$ cat config.mk
export PLATFORM = sky130hd
export DESIGN_NAME = onewire_master_slot_engine_core
export DESIGN_NICKNAME = d
export VERILOG_FILES = /design/src/rtl/owm_pkg.sv /design/src/rtl/owm_front.sv /design/src/rtl/owm_queue.sv /design/src/rtl/owm_back.sv /design/src/rtl/onewire_master_slot_engine_core.sv
export SDC_FILE = /design/constraint.sdc
export NUM_CORES = 1
export LEC_CHECK = 0
export BUFFER_PORTS_ARGS = -buffer_cell sky130_fd_sc_hd__buf_2
export CORE_UTILIZATION = 40
export DETAILED_ROUTE_END_ITERATION = 16
export PLACE_DENSITY_LB_ADDON = 0.05
export SKIP_LAST_GASP = 1
export SLEW_MARGIN = 40
export SYNTH_ARGS = -nofsm -noshare
export SYNTH_HDL_FRONTEND = slang
export SYNTH_SLANG_ARGS = --single-unit
$ cat constraint.sdc
create_clock -name clk -period 9.4 [get_ports clk]
set_input_delay 0 -clock clk [delete_from_list [all_inputs] [get_ports clk]]
set_output_delay 0 -clock clk [all_outputs]
set_load 0.01 [all_outputs]
$ cat src/rtl/owm_pkg.sv
`timescale 1ns / 1ps
package owm_pkg;

	localparam int unsigned TICK_W      = 10;
	localparam int unsigned NREG        = 8;
	localparam int unsigned REG_IDX_W   = 3;
	localparam int unsigned LEAD_HIGH_TICKS = 2;

	// Command codes on the tick channel
	localparam logic [1:0] CMD_NONE  = 2'd0;
	localparam logic [1:0] CMD_RESET = 2'd1;
	localparam logic [1:0] CMD_WRITE = 2'd2;
	localparam logic [1:0] CMD_READ  = 2'd3;

	// Bus drive codes
	localparam logic [1:0] DRV_REL  = 2'd0;
	localparam logic [1:0] DRV_LOW  = 2'd1;
	localparam logic [1:0] DRV_HIGH = 2'd2;

	// Register indexes
	localparam logic [REG_IDX_W-1:0] REG_RST_HIGH  = 3'd0;
	localparam logic [REG_IDX_W-1:0] REG_RST_LOW   = 3'd1;
	localparam logic [REG_IDX_W-1:0] REG_PRES_WAIT = 3'd2;
	localparam logic [REG_IDX_W-1:0] REG_RST_TAIL  = 3'd3;
	localparam logic [REG_IDX_W-1:0] REG_WR_LOW    = 3'd4;
	localparam logic [REG_IDX_W-1:0] REG_RD_LOW    = 3'd5;
	localparam logic [REG_IDX_W-1:0] REG_RD_SAMPLE = 3'd6;
	localparam logic [REG_IDX_W-1:0] REG_SLOT_HOLD = 3'd7;

	localparam logic [TICK_W-1:0] REG_RESET_VALS [NREG] = '{
		10'd200, 10'd600, 10'd60, 10'd300, 10'd10, 10'd2, 10'd5, 10'd60
	};

	localparam int unsigned QDEPTH = 4;
	localparam int unsigned QPTR_W = 2;

	typedef struct packed {
		logic [1:0] cmd;
		logic [7:0] data_byte;
		logic       line_level;
	} owm_in_t;

	typedef struct packed {
		logic [1:0] bus_drive;
		logic       busy_res;
		logic       done_res;
		logic [7:0] read_byte;
		logic       no_presence;
	} owm_out_t;

	// Classified tick as it travels from front to back
	typedef struct packed {
		logic       start_reset;
		logic       start_write;
		logic       start_read;
		logic [7:0] load_byte;
		logic       line_level;
	} owm_item_t;

	// Queue status seen by the front
	typedef struct packed {
		logic full;
		logic not_empty;
	} owm_qstat_t;

endpackage

$ cat src/rtl/owm_front.sv
`timescale 1ns / 1ps
module owm_front (
	input  logic                 tick_valid,
	output logic                 tick_stall,
	input  owm_pkg::owm_in_t     tick,
	input  owm_pkg::owm_qstat_t  qstat,
	output logic                 push,
	output owm_pkg::owm_item_t   push_item
);

	assign tick_stall = qstat.full;
	assign push       = tick_valid & ~qstat.full;

	// Decode the command into start flags; shift preload is data on write, zero on read.
	always_comb begin
		push_item             = '0;
		push_item.line_level  = tick.line_level;
		unique case (tick.cmd)
			owm_pkg::CMD_NONE: begin
			end
			owm_pkg::CMD_RESET: begin
				push_item.start_reset = 1'b1;
			end
			owm_pkg::CMD_WRITE: begin
				push_item.start_write = 1'b1;
				push_item.load_byte   = tick.data_byte;
			end
			default: begin
				push_item.start_read = 1'b1;
			end
		endcase
	end

endmodule

$ cat src/rtl/owm_queue.sv
`timescale 1ns / 1ps
module owm_queue (
	input  logic                 clk,
	input  logic                 arst_n,
	input  logic                 push,
	input  owm_pkg::owm_item_t   push_item,
	input  logic                 pop,
	output owm_pkg::owm_item_t   head,
	output owm_pkg::owm_qstat_t  qstat
);

	owm_pkg::owm_item_t             mem_q [owm_pkg::QDEPTH];
	logic [owm_pkg::QPTR_W-1:0]     wr_ptr_q;
	logic [owm_pkg::QPTR_W-1:0]     rd_ptr_q;
	logic [owm_pkg::QPTR_W:0]       count_q;

	assign head            = mem_q[rd_ptr_q];
	assign qstat.not_empty = (count_q != '0);
	assign qstat.full      = (count_q == (owm_pkg::QPTR_W+1)'(owm_pkg::QDEPTH));

	always_ff @(posedge clk) begin
		if (push) begin
			mem_q[wr_ptr_q] <= push_item;
		end
	end

	always_ff @(posedge clk or negedge arst_n) begin
		if (!arst_n) begin
			wr_ptr_q <= '0;
			rd_ptr_q <= '0;
			count_q  <= '0;
		end else begin
			if (push) begin
				wr_ptr_q <= wr_ptr_q + 1'b1;
			end
			if (pop) begin
				rd_ptr_q <= rd_ptr_q + 1'b1;
			end
			unique case ({push, pop})
				2'b10:   count_q <= count_q + 1'b1;
				2'b01:   count_q <= count_q - 1'b1;
				default: count_q <= count_q;
			endcase
		end
	end

endmodule

$ cat src/rtl/owm_back.sv
`timescale 1ns / 1ps
module owm_back (
	input  logic                               clk,
	input  logic                               arst_n,
	input  owm_pkg::owm_item_t                 head,
	input  owm_pkg::owm_qstat_t                qstat,
	output logic                               pop,
	output logic                               result_valid,
	input  logic                               result_stall,
	output owm_pkg::owm_out_t                  result,
	input  logic                               cfg_valid,
	input  logic [owm_pkg::REG_IDX_W-1:0]      cfg_index,
	input  logic [owm_pkg::TICK_W-1:0]         cfg_data
);

	localparam logic [3:0] PH_IDLE  = 4'd0;
	localparam logic [3:0] PH_RHIGH = 4'd1;
	localparam logic [3:0] PH_RLOW  = 4'd2;
	localparam logic [3:0] PH_RWAIT = 4'd3;
	localparam logic [3:0] PH_RTAIL = 4'd4;
	localparam logic [3:0] PH_WLEAD = 4'd5;
	localparam logic [3:0] PH_WLOW  = 4'd6;
	localparam logic [3:0] PH_WHOLD = 4'd7;
	localparam logic [3:0] PH_DLEAD = 4'd8;
	localparam logic [3:0] PH_DLOW  = 4'd9;
	localparam logic [3:0] PH_DWAIT = 4'd10;
	localparam logic [3:0] PH_DHOLD = 4'd11;

	localparam logic [owm_pkg::TICK_W-1:0] LEAD_LEN = owm_pkg::TICK_W'(owm_pkg::LEAD_HIGH_TICKS);

	logic [owm_pkg::TICK_W-1:0] cfg_q [owm_pkg::NREG];

	logic [3:0]                  phase_q;
	logic [owm_pkg::TICK_W-1:0]  tick_cnt_q;
	logic [2:0]                  bit_idx_q;
	logic [7:0]                  shift_q;
	logic                        pres_q;
	logic [7:0]                  last_rd_q;
	logic                        res_valid_q;
	owm_pkg::owm_out_t           res_q;

	logic [3:0]                  ph_n;
	logic [owm_pkg::TICK_W-1:0]  tc_n;
	logic [owm_pkg::TICK_W-1:0]  len;
	logic [2:0]                  bi_n;
	logic [7:0]                  sb_n;
	logic                        pf_n;
	logic [7:0]                  lr_n;
	owm_pkg::owm_out_t           res_n;

	function automatic logic [owm_pkg::TICK_W-1:0] len_of(input logic [owm_pkg::TICK_W-1:0] v);
		return (v == '0) ? owm_pkg::TICK_W'(1) : v;
	endfunction

	// Output register frees up when empty or being taken this cycle
	assign pop          = qstat.not_empty & (~res_valid_q | ~result_stall);
	assign result_valid = res_valid_q;
	assign result       = res_q;

	always_comb begin
		ph_n  = phase_q;
		tc_n  = tick_cnt_q;
		bi_n  = bit_idx_q;
		sb_n  = shift_q;
		pf_n  = pres_q;
		lr_n  = last_rd_q;
		len   = LEAD_LEN;
		res_n = '0;

		// Command start, only from idle
		if (phase_q == PH_IDLE) begin
			tc_n = '0;
			bi_n = '0;
			priority if (head.start_reset) begin
				ph_n = (cfg_q[owm_pkg::REG_RST_HIGH] == '0) ? PH_RLOW : PH_RHIGH;
			end else if (head.start_write) begin
				ph_n = PH_WLEAD;
				sb_n = head.load_byte;
			end else if (head.start_read) begin
				ph_n = PH_DLEAD;
				sb_n = head.load_byte;
			end else begin
				tc_n = tick_cnt_q;
				bi_n = bit_idx_q;
			end
		end

		if (ph_n != PH_IDLE) begin
			res_n.busy_res = 1'b1;
			unique case (ph_n)
				PH_RHIGH, PH_WLEAD, PH_DLEAD: res_n.bus_drive = owm_pkg::DRV_HIGH;
				PH_RLOW, PH_WLOW, PH_DLOW:    res_n.bus_drive = owm_pkg::DRV_LOW;
				PH_WHOLD: res_n.bus_drive = sb_n[0] ? owm_pkg::DRV_HIGH : owm_pkg::DRV_LOW;
				default:  res_n.bus_drive = owm_pkg::DRV_REL;
			endcase

			unique case (ph_n)
				PH_RHIGH:           len = len_of(cfg_q[owm_pkg::REG_RST_HIGH]);
				PH_RLOW:            len = len_of(cfg_q[owm_pkg::REG_RST_LOW]);
				PH_RWAIT:           len = len_of(cfg_q[owm_pkg::REG_PRES_WAIT]);
				PH_RTAIL:           len = len_of(cfg_q[owm_pkg::REG_RST_TAIL]);
				PH_WLOW:            len = len_of(cfg_q[owm_pkg::REG_WR_LOW]);
				PH_DLOW:            len = len_of(cfg_q[owm_pkg::REG_RD_LOW]);
				PH_DWAIT:           len = len_of(cfg_q[owm_pkg::REG_RD_SAMPLE]);
				PH_WHOLD, PH_DHOLD: len = len_of(cfg_q[owm_pkg::REG_SLOT_HOLD]);
				default:            len = LEAD_LEN;
			endcase

			tc_n = tc_n + owm_pkg::TICK_W'(1);
			if (tc_n >= len) begin
				tc_n = '0;
				unique case (ph_n)
					PH_RHIGH: ph_n = PH_RLOW;
					PH_RLOW:  ph_n = PH_RWAIT;
					PH_RWAIT: begin
						pf_n = head.line_level;
						if (cfg_q[owm_pkg::REG_RST_TAIL] == '0) begin
							res_n.done_res = 1'b1;
							ph_n           = PH_IDLE;
						end else begin
							ph_n = PH_RTAIL;
						end
					end
					PH_RTAIL: begin
						res_n.done_res = 1'b1;
						ph_n           = PH_IDLE;
					end
					PH_WLEAD: ph_n = PH_WLOW;
					PH_WLOW:  ph_n = PH_WHOLD;
					PH_WHOLD: begin
						sb_n = sb_n >> 1;
						if (bi_n == 3'd7) begin
							res_n.done_res = 1'b1;
							ph_n           = PH_IDLE;
						end else begin
							bi_n = bi_n + 3'd1;
							ph_n = PH_WLEAD;
						end
					end
					PH_DLEAD: ph_n = PH_DLOW;
					PH_DLOW:  ph_n = PH_DWAIT;
					PH_DWAIT: begin
						if (head.line_level) begin
							sb_n = sb_n | (8'(1) << bi_n);
						end
						ph_n = PH_DHOLD;
					end
					PH_DHOLD: begin
						if (bi_n == 3'd7) begin
							lr_n           = sb_n;
							res_n.done_res = 1'b1;
							ph_n           = PH_IDLE;
						end else begin
							bi_n = bi_n + 3'd1;
							ph_n = PH_DLEAD;
						end
					end
					default: ph_n = PH_IDLE;
				endcase
			end
		end

		res_n.read_byte   = lr_n;
		res_n.no_presence = pf_n;
	end

	always_ff @(posedge clk or negedge arst_n) begin
		if (!arst_n) begin
			for (int i = 0; i < owm_pkg::NREG; i++) begin
				cfg_q[i] <= owm_pkg::REG_RESET_VALS[i];
			end
			phase_q     <= PH_IDLE;
			tick_cnt_q  <= '0;
			bit_idx_q   <= '0;
			shift_q     <= '0;
			pres_q      <= 1'b0;
			last_rd_q   <= '0;
			res_valid_q <= 1'b0;
		end else begin
			if (cfg_valid) begin
				cfg_q[cfg_index] <= cfg_data;
			end
			if (pop) begin
				phase_q     <= ph_n;
				tick_cnt_q  <= tc_n;
				bit_idx_q   <= bi_n;
				shift_q     <= sb_n;
				pres_q      <= pf_n;
				last_rd_q   <= lr_n;
				res_valid_q <= 1'b1;
			end else if (!result_stall) begin
				res_valid_q <= 1'b0;
			end
		end
	end

	always_ff @(posedge clk) begin
		if (pop) begin
			res_q <= res_n;
		end
	end

endmodule

$ cat src/rtl/onewire_master_slot_engine_core.sv
`timescale 1ns / 1ps
// Single-wire bus master, one timing tick per beat.
// Tick channel (tick_valid/tick_stall/tick): each beat carries cmd, data_byte
// and the sampled line level for one bus tick. A command is taken only while
// the engine is idle; it is ignored while busy.
// Result channel (result_valid/result_stall/result): exactly one beat per tick,
// in order: bus drive code, busy, done, last read byte, presence flag.
// Config channel (cfg_valid/cfg_ready, cfg_index, cfg_data): writes one of the
// eight 10-bit timing registers; always ready. Write only while idle.
// An accepted tick is written into the queue; its result reaches the output
// register when the back engine pops it. Throughput: one tick per cycle while
// result_stall is low, set by the back engine's phase/counter update.
// Reset clears the engine to idle, queue empty, timing registers to defaults.
// A stalled result holds; a four-entry queue between front and back absorbs
// ticks, and tick_stall rises only when that queue is full.
module onewire_master_slot_engine_core (
	input  logic                            clk,
	input  logic                            arst_n,
	input  logic                            tick_valid,
	output logic                            tick_stall,
	input  owm_pkg::owm_in_t                tick,
	output logic                            result_valid,
	input  logic                            result_stall,
	output owm_pkg::owm_out_t               result,
	input  logic                            cfg_valid,
	output logic                            cfg_ready,
	input  logic [owm_pkg::REG_IDX_W-1:0]   cfg_index,
	input  logic [owm_pkg::TICK_W-1:0]      cfg_data
);

	owm_pkg::owm_qstat_t qstat;
	owm_pkg::owm_item_t  push_item;
	owm_pkg::owm_item_t  head;
	logic                push;
	logic                pop;

	// Timing registers live in the back engine and take writes every cycle.
	assign cfg_ready = 1'b1;

	// Front: accept and classify ticks
	owm_front u_front (
		.tick_valid (tick_valid),
		.tick_stall (tick_stall),
		.tick       (tick),
		.qstat      (qstat),
		.push       (push),
		.push_item  (push_item)
	);

	// Decoupling queue
	owm_queue u_queue (
		.clk       (clk),
		.arst_n    (arst_n),
		.push      (push),
		.push_item (push_item),
		.pop       (pop),
		.head      (head),
		.qstat     (qstat)
	);

	// Back: slot engine plus output register
	owm_back u_back (
		.clk          (clk),
		.arst_n       (arst_n),
		.head         (head),
		.qstat        (qstat),
		.pop          (pop),
		.result_valid (result_valid),
		.result_stall (result_stall),
		.result       (result),
		.cfg_valid    (cfg_valid & cfg_ready),
		.cfg_index    (cfg_index),
		.cfg_data     (cfg_data)
	);

endmodule

==> results of run 1 <==
[metal layers]
metal	GRT usage	up-vias	part of all wire
li1	-	2966	-
met1	0.315	3257	0.49
met2	0.325	156	0.46
met3	0.0343	22	0.037
met4	0.0567	0	0.012
met5	0	-	0
[worst max-delay path, delay by kind of cell (launching register included)]
| kind | cells | cell delay [ns] |
|---|---|---|
| xor gates and xnor gates | 1 | 0.15 |
| muxes | 2 | 1.02 |
| adders and majority gates | 2 | 0.50 |
| and+or+nand+nor | 10 | 2.22 |
| AOI/OAI and AO/OA | 2 | 0.89 |
| DFF | 1 | 0.69 |
[worst paths after layout]
path,from,to,cells past startpoint
worst max-delay path,u_queue.rd_ptr_q[0],u_back.result[7],17
worst min-delay path,cfg_data[6],u_back.cfg_q[36],2
worst max register to register,u_queue.rd_ptr_q[0],u_back.result[7],17
worst min register to register,u_back.shift_q[7],u_back.shift_q[7],2
max in group asynchronous,arst_n,u_queue.rd_ptr_q[0],3
min in group asynchronous,arst_n,u_back.last_rd_q[5],2
[cells by family (layout without fill, tap and decap cells)]
family | count (synthesis) | after routing | share of synthesized area
compound gates | 150 | 150 | 0.119
xor+xnor | 13 | 13 | 0.0124
flops | 183 | 183 | 0.536
simple gates | 208 | 208 | 0.127
fa+ha+maj | 21 | 21 | 0.0294
other cells | 1 | 1 | 0.000409
buf+inv | 70 | 138 | 0.0330
mux | 105 | 105 | 0.143
[sequential cells by signal, indices dropped and copies added (netlist names)]
name / flops
u_back.cfg_q: 80
u_queue.mem_q: 48
u_back.result: 13
u_back.tick_cnt_q: 10
u_back.last_rd_q: 8
u_back.shift_q: 8
u_back.phase_q: 4
u_back.bit_idx_q: 3
u_queue.count_q: 3
u_queue.rd_ptr_q: 2
u_queue.wr_ptr_q: 2
u_back.pres_q: 1
u_back.result_valid: 1
[placed cells by master (no fill, tap or decap), drive strengths merged, types with 4 or more instances in the layout]
cell and instances:
a221o 5, nand3 21, a211oi 11, and2 20, nand4b 4, nand4 16
or3 4, a222oi 4, o211ai 9, nor2 27, or4 7, o221ai 7
ha 20, mux2 90, a21oi 17, dfrtp 98, nor3 14, xnor2 8
nor4 11, a22oi 12, nand2 54, o31ai 8, a22o 8, dfstp 24
o21ai 35, dlygate4sd3 23, nor2b 7, mux4 12, and3 5, inv 37
edfxtp 61, clkinv 6, buf 53, a31o 4, clkbuf 17, xor2 5
[repair_timing]
| action | CTS | global route |
|---|---|---|
| hold buffers | 23 | 0 |
| hold endpoints to repair | 131 | 0 |
| setup buffers | 0 | 0 |
[layout make-up]
type | instances | share of cell area
Clock buffer | 17 | 0.0405
Inverter | 30 | 0.0107
Multi-Input combinational cell | 498 | 0.380
Sequential cell | 183 | 0.468
Clock inverter | 15 | 0.0174
Tap cell | 285 | 0.0339
Timing Repair Buffer | 76 | 0.0501
[per-stage QoR]
step	area (sq um)	std cells	util	hold WS, ns
after floorplan	9180	751	-	-0.296
after global placement	9650	1049	0.427	0.0772
after detailed placement	9670	1049	0.428	0.0892
after CTS	10500	1104	0.465	0.00531
after global routing	10500	1104	0.466	0.0302
final	10500	1104	0.466	0.0233
[power breakdown]
group / internal (mW) / leakage (nW) / total (mW) / switching [mW]
Sequential: 1.04 / 2.05 / 1.21 / 0.170
Clock: 0.383 / 0.296 / 0.737 / 0.354
Combinational: 0.422 / 1.83 / 1.09 / 0.666
Total: 1.84 / 4.18 / 3.03 / 1.19
==> run metrics, run 1 <==
predominant post-synthesis flop cell sky130_fd_sc_hd__dfrtp_1; average cell area after synthesis 12.2 sq um; count of instances resized after the clock tree is built 0; number of antenna violations at the first check in global routing 0; share of post-route cells with drive strength above 1 0.277; worst hold path type input port to flop; worst clock skew ~0.013 ns; DIE AREA 23600 sq um; placement-stage worst setup slack 3.65 ns; yosys warns 0; Final Worst Setup Slack 3.65 ns; RSZ-0062 raised after global routing no; setup tns final 0 ns; clock transition at the registers of the reported paths 0.08 ns; Max rail drop VDD 0.000114 V; slew at the pin closest to its max-slew limit 0.767 ns; leakage component of the power between 4 and 5 nW; area fraction of the dominant cell type after synthesis 0.267; ports placed on the boundary 45; number of buffers between clock root and the deepest sink 2; setup violation total in the final timing report 0; total length of routed wires 24.0 mm; area occupied by registers 4920 sq um; total power consumption of the routed design around 3.0 mW; ANT cells 0; most frequent cell after synthesis sky130_fd_sc_hd__dfrtp_1; achievable clock frequency 0.174 GHz; required time of the worst setup path 9.59 ns; flop-to-flop setup slack approximately 3.7 ns; share of synthesized registers carrying an async set or reset 0.667; largest driver fanout on the critical path 18; # H-tree levels 4; pin count of the biggest net entering global routing between 70 and 80; die span in x 153 microns; library cell occupying the most area in the post-synthesis netlist sky130_fd_sc_hd__dfrtp_1; count of flip-flops with a built-in enable after synthesis 61; maximum capacitance violations 0; biggest area contributors in the synthesized netlist sky130_fd_sc_hd__dfrtp_1 (27%), sky130_fd_sc_hd__edfxtp_1 (20%), sky130_fd_sc_hd__mux2_2 (10%); final-layout fill cell count 2080; starting density of the core 0.407; status complete, no violations; area growth from synthesis to final layout 14.5%; number of input and output port buffers inserted 43; wire length of the first global-routing pass 38.0 mm; root buffer selected by CTS sky130_fd_sc_hd__clkbuf_16; core region area between 20000 and 25000 sq um; class of the most critical setup path flop to flop; slowest cell on the critical path sky130_fd_sc_hd__dfrtp_2; power density relative to cell area 288 nW/um^2; count of final max-slew check failures 0; DR DRC count 0; most frequent cell on the critical path sky130_fd_sc_hd__nor2_1; distinct cell type count after synthesis 77; row count 55; top post-synthesis cells by count sky130_fd_sc_hd__dfrtp_1 (98), sky130_fd_sc_hd__mux2_2 (83), sky130_fd_sc_hd__edfxtp_1 (61); clock tree from TritonCTS built; number of routed nets with antenna violations 0; cell-by-cell trace of the critical path mux4_2, or2_0, o21ai_2, and2_1, ha_1, and3_1, nand3_1, nor2_1, xnor2_1, nor2_1, ha_1, nand2_1, nor2_1, a211oi_1, nand2_1, nand3_2, mux2_2; number of iterations in the first detailed-routing pass 5; cell area after technology mapping 9180 sq um; CTS Buf Count 17; routed vias/inst 5.80; syn_nets 801; RePlAce Congestion 0.913; detailed-route via count between 6000 and 7000; Synth Register Bits between 150 and 200; Die Y 153 microns; kind of capture point of the worst setup path flop; average wire per cell in the routed design 21.7 microns; gr usage total 0.213; Final min period 5.75 ns; Max transition margin 0.485; final cycle utilization of the critical path 0.612; kind of launch point of the worst setup path flop; number of clock sinks 183; sequential element share of the synthesized area 0.536; Crit path largest cell delay 0.69 ns; area taken by multi-input logic gates 3990 sq um; hold violation count in the final report 0; via count of the first global-routing pass 6376; layout net count 856; leftover overflow at the end of global routing 0; final HPWL from detailed placement 16.9 mm; number of instances in the synthesized netlist 751; data arrival time of the critical path slightly below 6 ns; Clock Latency Late Sink 0.44 ns; Iter 0 DRT Violations about 490
Power figures use the tool's default switching activity.
==> inputs of run 2 (changes only) <==
--- a/config.mk
+++ b/config.mk
@@ -5,6 +5,7 @@
 export SDC_FILE = /design/constraint.sdc
 export NUM_CORES = 1
 export LEC_CHECK = 0
+export ABC_AREA = 1
 export BUFFER_PORTS_ARGS = -buffer_cell sky130_fd_sc_hd__buf_2
 export CORE_UTILIZATION = 40
 export DETAILED_ROUTE_END_ITERATION = 16
==> constraint.sdc (replaced) <==
create_clock -name clk -period 5.4 [get_ports clk]
set_input_delay 0 -clock clk [delete_from_list [all_inputs] [get_ports clk]]
set_output_delay 0 -clock clk [all_outputs]
set_load 0.01 [all_outputs]
==> run 2 against run 1 <==
Compared with the run above:
- routed wire length rose by 4.4%
- count of clock-buffer cells in the layout unchanged
- core utilization is 0.38 points higher
- non-clock buffer count up 2
- critical path depth is 7 higher
- die area is 4.5% higher
- clock power up 85%
- register-to-register slack got worse by 3.1 ns
- worst setup slack got worse by 3.1 ns
- sequential cell count is the same
- worst hold slack improved by 0.014 ns
- global-route usage is 0.42 points higher
==> run metrics, run 2 <==
number of buffers between clock root and the deepest sink 2 (unchanged); number of antenna violations at the first check in global routing 0 (unchanged); total length of routed wires 25.1 mm (+4.4%); most frequent cell after synthesis sky130_fd_sc_hd__nand2_1; root buffer selected by CTS sky130_fd_sc_hd__clkbuf_16; number of instances in the synthesized netlist 1183 (+58%); clock tree from TritonCTS built; Critical path destination u_back.result[1]; # H-tree levels 4 (unchanged); capture point of the worst reg-to-reg path u_back.result[1]; syn_nets 1233 (+54%); distinct cell type count after synthesis 47 (-39%); status complete, no violations; Max transition margin 0.517 (+0.0320); number of iterations in the first detailed-routing pass 5 (unchanged); clock transition at the registers of the reported paths 0.08 ns (about the same); number of input and output port buffers inserted 43 (unchanged); biggest area contributors in the synthesized netlist sky130_fd_sc_hd__dfrtp_1 (26%), sky130_fd_sc_hd__edfxtp_1 (19%), sky130_fd_sc_hd__nand2_1 (14%); worst hold path type input port to flop; register with the highest flop count u_back.cfg_q; leakage component of the power 5.09 nW (+22%); leftover overflow at the end of global routing 0 (unchanged); number of routed nets with antenna violations 0 (unchanged); flop-to-flop setup slack 0.57 ns (-3.09 ns); top post-synthesis cells by count sky130_fd_sc_hd__nand2_1 (369), sky130_fd_sc_hd__o21ai_0 (132), sky130_fd_sc_hd__inv_1 (126); predominant post-synthesis flop cell sky130_fd_sc_hd__dfrtp_1; slew at the pin closest to its max-slew limit 0.722 ns (-0.0444 ns); final HPWL from detailed placement 17.9 mm (+5.7%); final-layout fill cell count 2352 (+13%); area fraction of the dominant cell type after synthesis 0.256 (-0.0116); placement-stage worst setup slack 0.475 ns (-3.18 ns); maximum capacitance violations 0 (unchanged); layout net count 1290 (+51%); ANT cells 0 (unchanged); cell area after technology mapping 9600 sq um (+4.6%); DR DRC count 0 (unchanged); DIE AREA 24600 sq um (+4.5%); worst clock skew 0.0206 ns (+0.00790 ns); Final Worst Setup Slack 0.565 ns (-3.09 ns); gr usage total 0.217 (+0.00422); class of the most critical setup path flop to flop; final cycle utilization of the critical path 0.895 (+0.284); CTS Buf Count 17 (unchanged); Synth Register Bits 183 (unchanged); detailed-route via count 7855 (+23%); kind of launch point of the worst setup path flop; library cell occupying the most area in the post-synthesis netlist sky130_fd_sc_hd__dfrtp_1; number of clock sinks 183 (unchanged); RePlAce Congestion 0.845 (-7.4%); sequential element share of the synthesized area 0.512 (-0.0233); Final min period 4.83 ns (-0.914 ns); share of synthesized registers carrying an async set or reset 0.667 (unchanged); count of final max-slew check failures 0 (unchanged); kind of capture point of the worst setup path flop; achievable clock frequency 0.207 GHz (+19%); die span in x 157 microns (+2.2%); starting density of the core 0.409 (+0.00220); number of post-CTS setup repair buffers 0 (unchanged); via count of the first global-routing pass 7313 (+15%); setup violation total in the final timing report 0 (unchanged); setup tns final 0 ns (unchanged); Max rail drop VDD 0.000275 V (+140%); Largest register FFs 80 (unchanged); ports placed on the boundary 45 (unchanged); Clock Latency Late Sink 0.44 ns (about the same); commonest cells after routing, fill and taps aside sky130_fd_sc_hd__nand2_1 (369), sky130_fd_sc_hd__o21ai_0 (132), sky130_fd_sc_hd__inv_1 (126); average wire per cell in the routed design 15.9 microns (-27%); share of post-route cells with drive strength above 1 0.136 (-0.141); yosys warns 0 (unchanged); RSZ-0062 raised after global routing no; power density relative to cell area 587 nW/um^2 (+100%); Iter 0 DRT Violations 544 (+12%); worst reg-to-reg path cell count 24 (+7); core region area 23500 sq um (+4.0%); largest driver fanout on the critical path 27 (+9); hold violation count in the final report 0 (unchanged); count of flip-flops with a built-in enable after synthesis 61 (unchanged); row count 56 (+1.8%); pin count of the biggest net entering global routing 65 (-9.7%); routed vias/inst 5.00 (-14%); most frequent standard cell in the layout excluding fill and tap cells sky130_fd_sc_hd__nand2_1; wire length of the first global-routing pass 40.3 mm (+6.1%); area growth from synthesis to final layout 14.8%; data arrival time of the critical path 5.00 ns (-0.94 ns); launch point of the worst reg-to-reg path u_queue.rd_ptr_q[0]; average cell area after synthesis 8.11 sq um (-34%); startpoint of the most critical setup path u_queue.rd_ptr_q[0]; required time of the worst setup path 5.56 ns (-4.03 ns); Die Y 157 microns (+2.2%)
run 2: cell types whose count changed after synthesis, moves of 12 or more:
cell,change
sky130_fd_sc_hd__mux4_2,-12
sky130_fd_sc_hd__and2_1,-17
sky130_fd_sc_hd__nand4_1,+15
sky130_fd_sc_hd__nand3_1,+28
sky130_fd_sc_hd__nor2_1,+72
sky130_fd_sc_hd__mux2_2,-83
sky130_fd_sc_hd__o21ai_0,+101
sky130_fd_sc_hd__nand2_1,+315
sky130_fd_sc_hd__inv_1,+96
run 2: stage by stage:
stage	total power [mW]	hold WS, ns	instance area (sq um)	utilization	instances
floorplan	4.22	-0.296	9600	-	1183
global placement	5.12	0.145	10100	0.431	1517
detailed placement	5.12	0.0266	10100	0.432	1517
CTS	6.50	0.0210	11000	0.469	1572
global route	7.00	0.0404	11000	0.469	1572
finish	6.46	0.0376	11000	0.469	1572
run 2: layout make-up:
| cell class | count | area (sq um) | share of cell area |
|---|---|---|---|
| Clock inverter | 15 | 220 | 0.0200 |
| Clock buffer | 17 | 425 | 0.0386 |
| Inverter | 136 | 513 | 0.0466 |
| Sequential cell | 183 | 4920 | 0.446 |
| Tap cell | 319 | 399 | 0.0362 |
| Multi-Input combinational cell | 824 | 4000 | 0.363 |
| Timing Repair Buffer | 78 | 546 | 0.0495 |
run 2: repair_timing:
action | CTS | global route
setup endpoints to repair | 0 | 18
endpoints found under the hold margin | 112 | 0
resized for setup | 0 | 1
hold buffers | 23 | 0
run 2: worst min path at each step:
stage	cells after the start	to	slack [ns]	from
floorplan	0	u_back.bit_idx_q[0]	-0.30	arst_n
global placement	1	u_back.last_rd_q[4]	0.15	arst_n
detailed placement	1	u_back.last_rd_q[2]	0.03	arst_n
CTS	5	u_back.cfg_q[2]	0.02	cfg_valid
global route	3	u_queue.wr_ptr_q[0]	0.04	tick_valid
finish	3	u_queue.wr_ptr_q[0]	0.04	tick_valid
run 2: power by group:
group | switching [mW] | internal (mW) | leakage [nW]
clock network | 0.668 | 0.696 | 0.315
logic | 2.09 | 0.929 | 2.72
registers | 0.249 | 1.83 | 2.06
run 2: logic make-up after synthesis:
family | count (synthesis) | synth area share
compound gates | 192 | 0.108
xor+xnor | 6 | 0.00548
fa+ha+maj | 21 | 0.0282
buf+inv | 176 | 0.0738
flops | 183 | 0.512
other cells | 1 | 0.000391
simple gates | 604 | 0.271
run 2: critical path, cell delays in order (launching register included):
cell and delay (ns):
sky130_fd_sc_hd__dfrtp_1 0.51, sky130_fd_sc_hd__inv_4 0.27, sky130_fd_sc_hd__nand2_1 0.11, sky130_fd_sc_hd__nand3_1 0.08, sky130_fd_sc_hd__nand2_1 0.17, sky130_fd_sc_hd__nand2_1 0.24
sky130_fd_sc_hd__nor2_4 0.06, sky130_fd_sc_hd__nor2_4 0.17, sky130_fd_sc_hd__nand2_2 0.12, sky130_fd_sc_hd__inv_1 0.11, sky130_fd_sc_hd__nand2_2 0.12, sky130_fd_sc_hd__nand2_1 0.41
sky130_fd_sc_hd__inv_1 0.23, sky130_fd_sc_hd__o21ai_0 0.27, sky130_fd_sc_hd__nor3_1 0.08, sky130_fd_sc_hd__ha_1 0.28, sky130_fd_sc_hd__nand2_1 0.08, sky130_fd_sc_hd__o21ai_0 0.20
sky130_fd_sc_hd__nand2_1 0.07, sky130_fd_sc_hd__nand4_1 0.10, sky130_fd_sc_hd__inv_1 0.15, sky130_fd_sc_hd__nor2_4 0.38, sky130_fd_sc_hd__nand2_8 0.16, sky130_fd_sc_hd__nand2_1 0.11
sky130_fd_sc_hd__o21ai_2 0.06
run 2: routing by layer:
metal / global-route usage / vias to the layer above / routed length, microns
met3: 0.0316 / 20 / 1070
li1: - / 3962 / -
met1: 0.333 / 3701 / 13000
met2: 0.314 / 172 / 10600
met4: 0.0644 / 0 / 340
met5: 0 / - / 0
==> inputs of run 3 (changes only) <==
--- a/config.mk
+++ b/config.mk
@@ -8,6 +8,7 @@
 export ABC_AREA = 1
 export BUFFER_PORTS_ARGS = -buffer_cell sky130_fd_sc_hd__buf_2
 export CORE_UTILIZATION = 40
+export CTS_BUF_LIST = sky130_fd_sc_hd__clkbuf_2 sky130_fd_sc_hd__clkbuf_4 sky130_fd_sc_hd__clkbuf_8
 export DETAILED_ROUTE_END_ITERATION = 16
 export PLACE_DENSITY_LB_ADDON = 0.05
 export SKIP_LAST_GASP = 1
==> run 3 against run 2 <==
Compared with the run above:
- first-iteration DRC count fell by 1.1%
- worst hold slack got worse by 0.0014 ns
- routed wire length fell by 0.20%
- combinational power about the same
- global-route usage shrank 0.16 points
- critical path depth is the same
- register-to-register slack is essentially flat
- count of clock-buffer cells in the layout unchanged
- critical path type unchanged
==> run metrics, run 3 (synthesis results as in run 2) <==
DR DRC count 0 (unchanged); Final Util 0.464 (-0.00517); Largest register FFs 80 (unchanged); gr usage total 0.216 (-0.00157); final-layout fill cell count 2368 (+0.68%); count of final max-slew check failures 0 (unchanged); kind of launch point of the worst setup path flop; highest routed layer met4; area growth from synthesis to final layout 13.6%; RSZ-0062 raised after global routing no; row count 56 (unchanged); final cycle utilization of the critical path 0.893 (-0.00256); kind of capture point of the worst setup path flop; number of clock sinks 183 (unchanged); Final min period 4.82 ns (-0.0138 ns); Detail Route met3 WL 802 microns (-25%); Die Y 157 microns (unchanged); layout net count 1297 (+0.54%); Crit path largest cell delay 0.52 ns (about the same); slew at the pin closest to its max-slew limit 0.724 ns (+0.00126 ns); routed vias/inst 4.98 (-0.25%); dominant delay contributor by cell family on the critical path simple AND/OR/NAND/NOR gates; clock tree from TritonCTS built; maximum capacitance violations 0 (unchanged); share of post-route cells with drive strength above 1 0.135 (-0.000754); Max rail drop VDD 0.000293 V (+6.6%); register with the highest flop count u_back.cfg_q; status complete, no violations; detailed-route via count 7870 (+0.19%); setup violation total in the final timing report 0 (unchanged); CTS Buf Count 17 (unchanged); final HPWL from detailed placement 17.9 mm (unchanged); data arrival time of the critical path 5.03 ns (+0.03 ns); required time of the worst setup path 5.61 ns (+0.05 ns); core region area 23500 sq um (unchanged); RePlAce Congestion 0.845 (unchanged); ANT cells 0 (unchanged); cell-by-cell trace of the critical path inv_4, nand2_1, nand3_1, nand2_1, nand2_1, nor2_4, nor2_4, nand2_2, inv_1, nand2_2, nand2_1, inv_1, o21ai_0, nor3_1, ha_1, nand2_1, o21ai_0, nand2_1, nand4_1, inv_1, nor2_4, nand2_8, nand2_1, o21ai_2; number of antenna violations at the first check in global routing 0 (unchanged); number of routed nets with antenna violations 0 (unchanged); worst hold path type input port to flop; most frequent cell on the critical path sky130_fd_sc_hd__nand2_1; number of input and output port buffers inserted 43 (unchanged); largest driver fanout on the critical path 27 (unchanged); root buffer selected by CTS sky130_fd_sc_hd__clkbuf_8; Max transition margin 0.516 (-0.000840); achievable clock frequency 0.207 GHz (+0.29%); power density relative to cell area 564 nW/um^2 (-3.8%); slowest cell on the critical path sky130_fd_sc_hd__dfrtp_1; commonest cells after routing, fill and taps aside sky130_fd_sc_hd__nand2_1 (369), sky130_fd_sc_hd__o21ai_0 (132), sky130_fd_sc_hd__inv_1 (126); worst slack on hold paths 0.0362 ns (-0.00140 ns); ports placed on the boundary 45 (unchanged); number of iterations in the first detailed-routing pass 5 (unchanged); wire length of the first global-routing pass 40.2 mm (-0.26%); Iter 0 DRT Violations 538 (-1.1%); worst clock skew 0.0258 ns (+0.00519 ns); starting density of the core 0.409 (unchanged); met2 wire length 10.7 mm (+0.19%); DIE AREA 24600 sq um (unchanged); class of the most critical setup path flop to flop; most frequent standard cell in the layout excluding fill and tap cells sky130_fd_sc_hd__nand2_1; leakage component of the power 5.02 nW (-1.4%); number of buffers between clock root and the deepest sink 2 (unchanged); total length of routed wires 25.0 mm (-0.20%); via count of the first global-routing pass 7306 (-0.096%); Post-Route M1 WL 13.3 mm (+2.0%); buffer and inverter count on the worst path 4 (unchanged); setup tns final 0 ns (unchanged); pin count of the biggest net entering global routing 65 (unchanged); die span in x 157 microns (unchanged); Clock Latency Late Sink 0.48 ns (+0.04 ns); clock transition at the registers of the reported paths 0.13 ns (+0.05 ns); # H-tree levels 4 (unchanged); hold violation count in the final report 0 (unchanged); leftover overflow at the end of global routing 0 (unchanged); average wire per cell in the routed design 15.8 microns (-0.64%)
[run 3: cell types whose count changed in the layout (fill, tap and decap cells not counted), sizes merged]
cell	delta
dlygate4sd3	+7
[run 3: worst paths after layout]
kind | start | end | slack [ns] | cells past startpoint
worst min-delay path | cfg_valid | u_back.cfg_q[0] | 0.04 | 4
max in group asynchronous | arst_n | u_back.cfg_q[9] | 4.33 | 3
worst min register to register | u_back.last_rd_q[4] | u_back.last_rd_q[4] | 0.49 | 2
worst max-delay path | u_queue.rd_ptr_q[0] | u_back.result[1] | 0.58 | 24
worst max register to register | u_queue.rd_ptr_q[0] | u_back.result[1] | 0.58 | 24
min in group asynchronous | arst_n | u_back.last_rd_q[2] | 0.05 | 2
[run 3: final cells by class]
| cell class | instances | area (sq um) | share of cell area |
|---|---|---|---|
| repair buffers | 85 | 616 | 0.0565 |
| multi-input cells | 824 | 4000 | 0.367 |
| clock inverters | 15 | 220 | 0.0202 |
| flip-flops and latches | 183 | 4920 | 0.451 |
| clock buffers | 17 | 234 | 0.0215 |
| inverters | 136 | 513 | 0.0471 |
| well taps | 319 | 399 | 0.0366 |
[run 3: layer usage]
layer / global-route usage / up-vias
li1: - / 3979
met1: 0.332 / 3724
met2: 0.317 / 146
met3: 0.0282 / 21
met4: 0.0518 / 0
met5: 0 / -
[run 3: worst register-to-register path: stages (launching register included)]
cell and delay, ns:
sky130_fd_sc_hd__dfrtp_1 0.52, sky130_fd_sc_hd__inv_4 0.27, sky130_fd_sc_hd__nand2_1 0.11, sky130_fd_sc_hd__nand3_1 0.08, sky130_fd_sc_hd__nand2_1 0.17, sky130_fd_sc_hd__nand2_1 0.25
sky130_fd_sc_hd__nor2_4 0.06, sky130_fd_sc_hd__nor2_4 0.17, sky130_fd_sc_hd__nand2_2 0.12, sky130_fd_sc_hd__inv_1 0.11, sky130_fd_sc_hd__nand2_2 0.12, sky130_fd_sc_hd__nand2_1 0.41
sky130_fd_sc_hd__inv_1 0.23, sky130_fd_sc_hd__o21ai_0 0.26, sky130_fd_sc_hd__nor3_1 0.08, sky130_fd_sc_hd__ha_1 0.28, sky130_fd_sc_hd__nand2_1 0.08, sky130_fd_sc_hd__o21ai_0 0.20
sky130_fd_sc_hd__nand2_1 0.07, sky130_fd_sc_hd__nand4_1 0.10, sky130_fd_sc_hd__inv_1 0.15, sky130_fd_sc_hd__nor2_4 0.38, sky130_fd_sc_hd__nand2_8 0.16, sky130_fd_sc_hd__nand2_1 0.11
sky130_fd_sc_hd__o21ai_2 0.06
[run 3: power breakdown]
group          internal [mW]  switching (mW)
Clock                  0.422           0.625
Combinational          0.930            2.09
Sequential              1.83           0.249
[run 3: stage by stage]
step / power (mW) / area, sq um / setup slack, ns / instances
3_5_place_dp: 5.12 / 10100 / 0.475 / 1517
6_report: 6.15 / 10900 / 0.579 / 1579
4_1_cts: 6.19 / 10900 / 0.442 / 1579
3_3_place_gp: 5.12 / 10100 / 0.655 / 1517
2_1_floorplan: 4.22 / 9600 / 1.47 / 1183
5_1_grt: 6.68 / 10900 / 0.0656 / 1579
[run 3: timing repair]
action                                  4_1_cts  5_1_grt
endpoints found under the setup margin        0       18
hold endpoints to repair                    147        0
hold buffers                                 30        0
buffers inserted                              0        0
gates resized for setup                       0        1
